$ cat src/hw/rtl/tcna_fifo.sv
// Small synchronous queue used between the front and back parts and at the output.
// Depends on nothing; width and depth come from the instantiating module.
`timescale 1ns / 1ps

module tcna_fifo #(
    parameter int WIDTH = 8,
    parameter int DEPTH = 2
) (
    input  logic             clk,
    input  logic             rst_n,
    input  logic             wr_en,
    input  logic [WIDTH-1:0] wr_data,
    input  logic             rd_en,
    output logic [WIDTH-1:0] rd_data,
    output logic             is_full,
    output logic             is_empty
);

    localparam int PW = (DEPTH > 1) ? $clog2(DEPTH) : 1;
    localparam int CW = $clog2(DEPTH + 1);

    logic [WIDTH-1:0] mem_reg [DEPTH];
    logic [PW-1:0]    wr_ptr_reg, wr_ptr_next;
    logic [PW-1:0]    rd_ptr_reg, rd_ptr_next;
    logic [CW-1:0]    count_reg, count_next;
    logic             do_wr, do_rd;

    assign is_full  = (count_reg == CW'(DEPTH));
    assign is_empty = (count_reg == '0);
    assign do_wr    = wr_en && !is_full;
    assign do_rd    = rd_en && !is_empty;
    assign rd_data  = mem_reg[rd_ptr_reg];

    always_comb
    begin
        wr_ptr_next = wr_ptr_reg;
        rd_ptr_next = rd_ptr_reg;
        count_next  = count_reg;
        if (do_wr)
        begin
            wr_ptr_next = (wr_ptr_reg == PW'(DEPTH - 1)) ? '0 : wr_ptr_reg + PW'(1);
        end
        if (do_rd)
        begin
            rd_ptr_next = (rd_ptr_reg == PW'(DEPTH - 1)) ? '0 : rd_ptr_reg + PW'(1);
        end
        if (do_wr && !do_rd)
        begin
            count_next = count_reg + CW'(1);
        end
        else if (do_rd && !do_wr)
        begin
            count_next = count_reg - CW'(1);
        end
    end

    always_ff @(posedge clk or negedge rst_n)
    begin
        if (!rst_n)
        begin
            wr_ptr_reg <= '0;
            rd_ptr_reg <= '0;
            count_reg  <= '0;
        end
        else
        begin
            wr_ptr_reg <= wr_ptr_next;
            rd_ptr_reg <= rd_ptr_next;
            count_reg  <= count_next;
        end
    end

    always_ff @(posedge clk)
    begin
        if (do_wr)
        begin
            mem_reg[wr_ptr_reg] <= wr_data;
        end
    end

endmodule

$ cat config.mk
export PLATFORM = sky130hd
export DESIGN_NAME = tcna_fifo
export DESIGN_NICKNAME = d
export VERILOG_FILES = /design/src/hw/rtl/tcna_fifo.sv
export SDC_FILE = /design/constraint.sdc
export NUM_CORES = 1
export LEC_CHECK = 0
export ABC_AREA = 1
export ABC_CLOCK_PERIOD_IN_PS = 3100
export BUFFER_PORTS_ARGS = -buffer_cell sky130_fd_sc_hd__buf_2
export CAP_MARGIN = 20
export CELL_PAD_IN_SITES_DETAIL_PLACEMENT = 1
export CELL_PAD_IN_SITES_GLOBAL_PLACEMENT = 1
export CORE_MARGIN = 1
export CORE_UTILIZATION = 30
export CTS_CLUSTER_SIZE = 10
export DETAILED_ROUTE_END_ITERATION = 7
export HOLD_SLACK_MARGIN = 0.02
export PLACE_DENSITY_LB_ADDON = 0.05
export SLEW_MARGIN = 30
export SYNTH_ARGS = -nofsm -noshare
export SYNTH_HDL_FRONTEND = slang
export SYNTH_SLANG_ARGS = --single-unit
$ cat constraint.sdc
create_clock -name clk -period 3.1 [get_ports clk]
set_input_delay 0.155 -clock clk [delete_from_list [all_inputs] [get_ports clk]]
set_output_delay 0.155 -clock clk [all_outputs]
set_load 0.01 [all_outputs]
; After elaboration in Yosys (flattened, before gate mapping)
; Memories as Yosys holds them, arrays and structs flattened.
; Index checks and enable logic that the tools add are counted.
[word_totals]
mem_bits_rw = 16
register_bits = 4
out_inout_bits = 10
memories = 1
[op_classes]
n_addsub = 4
n_reduce_logical = 10
eq_ne = 1
muxes = 6
[mem_list]
columns = memory, words, width, read_ports, rd_clocked_by_memory_dff, write_ports, line
row1 = mem_reg, 2, 8, 1, 0, 1, 22  ; logic [WIDTH-1:0] mem_reg [DEPTH];
[ops]
columns = cell, count
row1 = 1-bit logical AND, 4
row2 = 1-bit zero test, 4
row3 = 1-bit two-way mux, 4
row4 = 2-bit two-way mux, 2
row5 = "1-bit adder, second input constant", 2
row6 = "2-bit by 1-bit adder with 2-bit output, second input constant", 1
row7 = "2-bit == test, second input constant", 1
row8 = 2-bit zero test, 1
row9 = 2-bit nonzero test, 1
row10 = "2-bit by 1-bit subtractor with 2-bit output, second input constant", 1

; Depth between registers and ports, before layout
; Gate-level depths: netlist of the first run.
[logic_depth]
ltp_word = 7
depth_mapped = 9
ltp_nobuf = 9

; Worst setup path before layout of the first run
; Ideal clock, no wire load.
[synth_timing]
path_type = register to register
from = register count_reg[1]
to = memory mem_reg[1][0], enable pin
path_slack_ps = 1778
synth_period_minus_slack_ps = 1322
arrival_ps = 951
required_ps = 2729
setup_time_ps = 371
stages_incl_launch_ff = 4
cell_sequence = dfrtp_1 inv_1 o21ai_0 nor2_1
[synth_via]
elab_chain_len = 5
[synth_rtl]
columns = item, line
row1 = start: declaration, 25  ; logic [CW-1:0] count_reg, count_next;
row2 = start signal: assignment, 69  ; count_reg <= count_next;
row3 = 2-bit == test, 28  ; assign is_full = (count_reg == CW'(DEPTH));
row4 = 1-bit zero test, 30  ; assign do_wr = wr_en && !is_full;
row5 = 1-bit logical AND, 30
row6 = 1-bit two-way mux, 75  ; if (do_wr)
row7 = 1-bit two-way mux (not written as such), 77  ; mem_reg[wr_ptr_reg] <= wr_data;
row8 = end: declaration, 22
; Every way passes these cells.

; Worst setup path in the final report of the first run
[layout_timing]
from = register count_reg[0]
to = memory mem_reg[1][6], enable pin
; The elaborated chain is that of the path after synthesis.

==> impl_metrics.csv, run 1 <==
group,metric,value,unit
outcome,status,"finished clean",
final_layout,fill_cells,298,
yosys,syn_inst,73,
floorplanning,initial_core_util,32.1,%
power,power_density,938,nW/um2
clock_tree,cts.path.max_buffers,2,
setup_path,crit_arrival,1.46,ns
final_layout,regArea,581,um2
final_layout,layout_commonest_cell,"nand2_1",
timing,min_period,1.53,ns
job,maxCapViolCount,0,
final_layout,multi_input_area,194,um2
final_layout,final_cell_mix,"33 x nand2_1, 21 x buf_2, 16 x edfxtp_1, 7 x inv_1, 4 x dfrtp_1",
clock_tree,ctsResizeCount,0,
grt,grt_max_degree,13,
grt,grt_usage,11.7,%
setup_path,cpPeakStageDelay,0.51,ns
final_layout,nets,112,
setup_path,crit_path_top_delay_cell,"nor2_1",
floorplanning,die_width,53.9,um
clock_tree,clk_pin_slew,0.11,ns
grt,grt_pass1_vias,553,
timing,fin_setup_tns,0,ns
final_layout,final_layout_size_suffix_gt1_share,28.6,%
routing,vias,538,
placement,port_buffers,21,
floorplanning,io_pins,22,
setup_path,worst-path-buf-inv,0,
routing,drc,0,
placement,routabilityCongestion,0.776,
timing,finalHoldViolCount,0,
grt,overflow,0,
floorplanning,core,2520,um2
routing,wl_per_cell,11.2,um
clock_tree,cts_root_buf,"clkbuf_4",
power,vdd_drop_max,0.364,mV
clock_tree,cts_max_level,1,
setup_path,path_cells,"o21ai_0 > nor2_1",
setup_path,cp.required,3.04,ns
timing,tightest_slew,0.634,ns
yosys,synth-seq-area-share,71.7,%
final_layout,area_growth,24.7,%
timing,drv_slew,0,
clock_tree,cts_buffers,3,
yosys,ys_ff_latch,20,
final_layout,final_util,40.0,%
power,p_leak,0.477,nW
yosys,synth_warnings,0,
timing,slew_headroom,57.6,%
routing,dr.pass1.iters,2,
clock_tree,postCtsSetupRepairBufs,0,
placement,dp_hpwl,1.08,mm
timing,finClkSkew,0.00190,ns
timing,rsz0062_at_grt,"no",
yosys,syn_area_per_cell,11.1,um2
clock_tree,clock_sinks,20,
yosys,syn_nets,86,
routing,ant_nets,0,
floorplanning,rows,18,
min_path,hold_class,"primary input to flip-flop",
clock_tree,clk_latency,0.29,ns
setup_path,worstPathMaxFanout,8,
yosys,ys_types,14,
final_layout,largest_reg_flops,16,
setup_path,critPathTopFamily,"simple AND/OR/NAND/NOR gates",
floorplanning,die_y,53.9,um
setup_path,cp-end-kind,"flip-flop",
timing,fin_crit_sh,49.3,%
final_layout,antenna_cells,0,
timing,setup_viol,0,
grt,antenna_found_initial,0,
setup_path,critPathKind,"flip-flop to flip-flop",
routing,drt_iter0_drc,7,
timing,fmax,0.655,GHz
setup_path,cp-start-kind,"flip-flop",
routing,via_per_inst,4.20,
grt,grt_pass1_wl,2.29,mm
routing,wl,1.44,mm
yosys,synth_area,810,um2
clock_tree,tritoncts,"yes",
floorplanning,fp.dieArea,2910,um2
-- per-stage QoR --
step	cells	total power [mW]	hold WS [ns]	setup WS [ns]	area (um2)
floorplan	73	0.632	-0.141	1.78	810
global placement	123	0.749	-0.0305	1.63	947
detailed placement	123	0.756	-0.0306	1.58	947
CTS	128	0.965	0.0403	1.57	1010
global route	128	1.03	0.0246	1.44	1010
finish	128	0.947	0.0491	1.57	1010
-- worst reg2reg max path, stage by stage, from the launching register on --
cell	delay, ns
dfrtp_1	0.49
o21ai_0	0.17
nor2_1	0.51
-- repair_timing --
item | in CTS | in global routing
hold buffers | 1 | 0
endpoints found under the hold margin | 4 | 0
setup endpoints to repair | 0 | 0
-- report_power, final --
group	total, mW	internal, mW	switching [mW]
combinational	0.314	0.120	0.194
clock	0.207	0.130	0.0768
sequential	0.426	0.373	0.0530
-- metal layers --
layer / GRT usage, % / vias to the layer above / part of all wire, %
li1: - / 285 / -
met2: 18.9 / 13 / 46
met5: 0 / - / 0
met4: 5.26 / 0 / 0.56
met3: 2.54 / 2 / 3.6
met1: 14.7 / 238 / 50
-- path summary, 6_finish.rpt --
| path | startpoint | end | slack, ns | depth (start not counted) |
|---|---|---|---|---|
| max | count_reg[0] | mem_reg[1][6] | 1.57 | 2 |
| min | wr_data[1] | mem_reg[0][1] | 0.05 | 1 |
| max reg2reg | count_reg[0] | mem_reg[1][6] | 1.57 | 2 |
| min reg2reg | wr_ptr_reg | wr_ptr_reg | 0.49 | 2 |
| max in group asynchronous | rst_n | rd_ptr_reg | 2.79 | 2 |
| min in group asynchronous | rst_n | count_reg[0] | 0.19 | 2 |
-- cells in the mapped netlist (all sizes together) --
cell	number	area, um2
edfxtp	16	480
nand3	1	5.00
inv	8	30.0
xnor2	1	8.76
nor2	4	20.0
nand3b	1	7.51
o21ai	2	10.0
ha	1	12.5
dfrtp	4	100
nand2	33	124
buf	1	5.00
nand4	1	6.26
-- area by class of cell --
class,count,share of cell area (%)
Tap cell,30,3.72
Multi-Input combinational cell,44,19.2
Clock buffer,3,2.23
Clock inverter,1,2.97
Timing Repair Buffer,22,11.4
Inverter,8,2.97
Sequential cell,20,57.5
-- logic make-up (layout without fill, tap and decap cells) --
logic type | count (synthesis) | in the layout | share of synthesized area, %
adders and majority gates | 1 | 1 | 1.55
AOI/OAI and AO/OA | 2 | 2 | 1.24
buffers and inverters | 9 | 34 | 4.33
xor gates and xnor gates | 1 | 1 | 1.08
DFF | 20 | 20 | 71.7
and+or+nand+nor | 40 | 40 | 20.1
No activity file was read; power rests on OpenSTA's default activity.
==> inputs of run 2 (changes only) <==
ABC_AREA = 0   (was 1)
ABC_CLOCK_PERIOD_IN_PS = 1400   (was 3100)
clock period = 1.4 ns   (was 3.1 ns; I/O delays follow)
==> impl_metrics.csv, run 2 <==
group,metric,value,unit
setup_path,worstReg2RegStart,"count_reg[1]",
grt,overflow,0,
yosys,yosysTopAreaCell,"edfxtp_1",
routing,drc,1,
setup_path,critPathKind,"flip-flop to flip-flop",
yosys,synth-seq-area-share,74.2,%
clock_tree,cts.path.max_buffers,2,
clock_tree,cts_max_level,1,
timing,fmax,0.742,GHz
final_layout,nets,99,
floorplanning,die_width,53.1,um
timing,whs,0.0738,ns
min_path,hold_depth,3,
final_layout,area_growth,44.2,%
floorplanning,initial_core_util,31.6,%
min_path,hold_class,"primary input to flip-flop",
yosys,synthArstFlopShare,20.0,%
setup_path,path_cells,"o21ai_2 > ha_4 > xor2_1 > nor2_1 > xor2_1",
timing,drv_slew,0,
floorplanning,fp.dieArea,2810,um2
setup_path,crit_path_frequent_cell,"xor2_1",
setup_path,crit_arrival,1.53,ns
setup_path,crit_path_top_delay_cell,"dfrtp_2",
timing,fin_crit_sh,96.2,%
power,p_leak,0.473,nW
grt,grt_max_degree,12,
timing,slew_headroom,86.0,%
placement,port_buffers,21,
final_layout,layout_commonest_cell,"buf_2",
clock_tree,clk_latency,0.29,ns
yosys,synth_edf_count,16,
setup_path,cpPeakStageDelay,0.47,ns
final_layout,final_cells,115,
routing,wl_per_cell,11.9,um
floorplanning,io_pins,22,
clock_tree,cts_root_buf,"clkbuf_4",
clock_tree,clk_pin_slew,0.10,ns
routing,via_per_inst,4.20,
yosys,synthTopCellsByArea,"edfxtp_1 61%, dfrtp_1 13%, mux2_1 8.6%, mux2_2 2.9%, xnor2_1 2.2%",
grt,grt_usage,10.3,%
yosys,ys.flop_type,"edfxtp_1",
power,power,2.07,mW
setup_path,worstPathMaxFanout,4,
timing,setup_viol,0,
setup_path,cp-end-kind,"flip-flop",
placement,routabilityCongestion,0.641,
yosys,yosysMostFrequentCell,"edfxtp_1",
yosys,syn_area_per_cell,17.8,um2
power,vdd_drop_max,1.09,mV
min_path,hold_start,"wr_en",
setup_path,r2r_cells,5,
timing,finClkSkew,0.000889,ns
timing,tightest_slew,0.209,ns
routing,drt_iter0_drc,1,
outcome,violations,"DRC",
placement,placed_cells,100,
clock_tree,cts_buffers,3,
yosys,syn_nets,57,
placement,place_ws,0.0160,ns
floorplanning,die_y,53.1,um
yosys,synth_area,782,um2
yosys,syn_inst,44,
final_layout,largest_reg_flops,16,
yosys,ys_ff_latch,20,
clock_tree,clock_sinks,20,
setup_path,r2r_slack,0.05,ns
placement,dp_hpwl,874,um
final_layout,final_layout_size_suffix_gt1_share,49.4,%
yosys,synth_warnings,0,
setup_path,cp-start-kind,"flip-flop",
routing,vias,483,
floorplanning,core,2480,um2
final_layout,final_util,45.5,%
outcome,status,"finished, violations left",
grt,antenna_found_initial,0,
final_layout,antenna_cells,0,
power,power_density,1830,nW/um2
clock_tree,tritoncts,"yes",
routing,ant_nets,0,
routing,wl,1.37,mm
yosys,ys_types,15,
timing,layout_setup_ws,0.0526,ns
final_layout,final_cell_mix,"21 x buf_2, 16 x edfxtp_1, 9 x dlygate4sd3_1, 8 x buf_4, 6 x mux2_1",
job,maxCapViolCount,0,
grt,grt_pass1_wl,1.95,mm
floorplanning,rows,18,
routing,dr.pass1.iters,5,
timing,min_period,1.35,ns
min_path,holdPathEnd,"wr_ptr_reg",
timing,rsz0062_at_grt,"yes",
yosys,ys_top_cells_by_count,"16 x edfxtp_1, 6 x mux2_1, 4 x dfrtp_1",
yosys,synth_top_area_share,61.4,%
setup_path,cp.required,1.58,ns
grt,grt_pass1_vias,454,
timing,finalHoldViolCount,0,
setup_path,rr_endpoint,"count_reg[1]",
-- run 2: stage by stage --
stage          setup TNS (ns)  instance area, um2
2_1_floorplan               0                 782
3_3_place_gp                0                 965
3_5_place_dp                0                 965
4_1_cts                     0                1090
5_1_grt                -0.235                1130
6_report                    0                1130
-- run 2: kinds of logic after synthesis --
kind of cell             after synthesis  synth area share, %
AO/OA/AOI/OAI                          1                0.639
flip-flops                            20                 74.2
AND/OR/NAND/NOR                        6                 3.84
adder cells (fa/ha/maj)                1                 1.60
XOR/XNOR                               5                 6.56
multiplexers                           8                 11.5
buffers and inverters                  3                 1.60
-- run 2: metal layers --
metal  vias up  GRT usage (%)  part of all wire, %
met5         -              0                    0
met1       231           11.2                   40
met2        12           18.4                   56
li1        240              -                    -
met4         0           5.26                    0
met3         0           2.59                  4.0
-- run 2: repair_timing --
action	4_1_cts	5_1_grt
endpoints found under the hold margin	20	0
setup buffers	1	1
gates resized for setup	1	7
pin swaps	1	3
hold buffers	9	0
setup endpoints to repair	9	9
cloned	0	0
-- run 2: where the power goes --
group | switching (mW) | internal (mW)
Sequential | 0.135 | 0.837
Clock | 0.157 | 0.104
Combinational | 0.363 | 0.471
Total | 0.656 | 1.41
-- run 2: worst max-delay path, delay by kind of cell, from the launching register on --
kind,cells,cell delay (ns)
flops,1,0.47
xor+xnor,2,0.29
compound gates,1,0.24
fa+ha+maj,1,0.17
simple gates,1,0.07
-- run 2: worst max-delay path by stage --
stage	start	to	slack, ns
2_1_floorplan	count_reg[0]	mem_reg[0][0]	0.008
3_3_place_gp	count_reg[0]	count_reg[1]	0.04
3_5_place_dp	count_reg[0]	count_reg[1]	0.02
4_1_cts	count_reg[0]	count_reg[1]	0.0001
5_1_grt	count_reg[0]	count_reg[1]	-0.04
6_report	count_reg[1]	count_reg[1]	0.05
-- run 2: final cells by class --
class,instances,area (um2)
flip-flops and latches,20,583
repair buffers,38,255
multi-input cells,21,218
clock inverters,1,3.75
fillers,277,1350
inverters,2,7.51
clock buffers,3,22.5
well taps,30,37.5
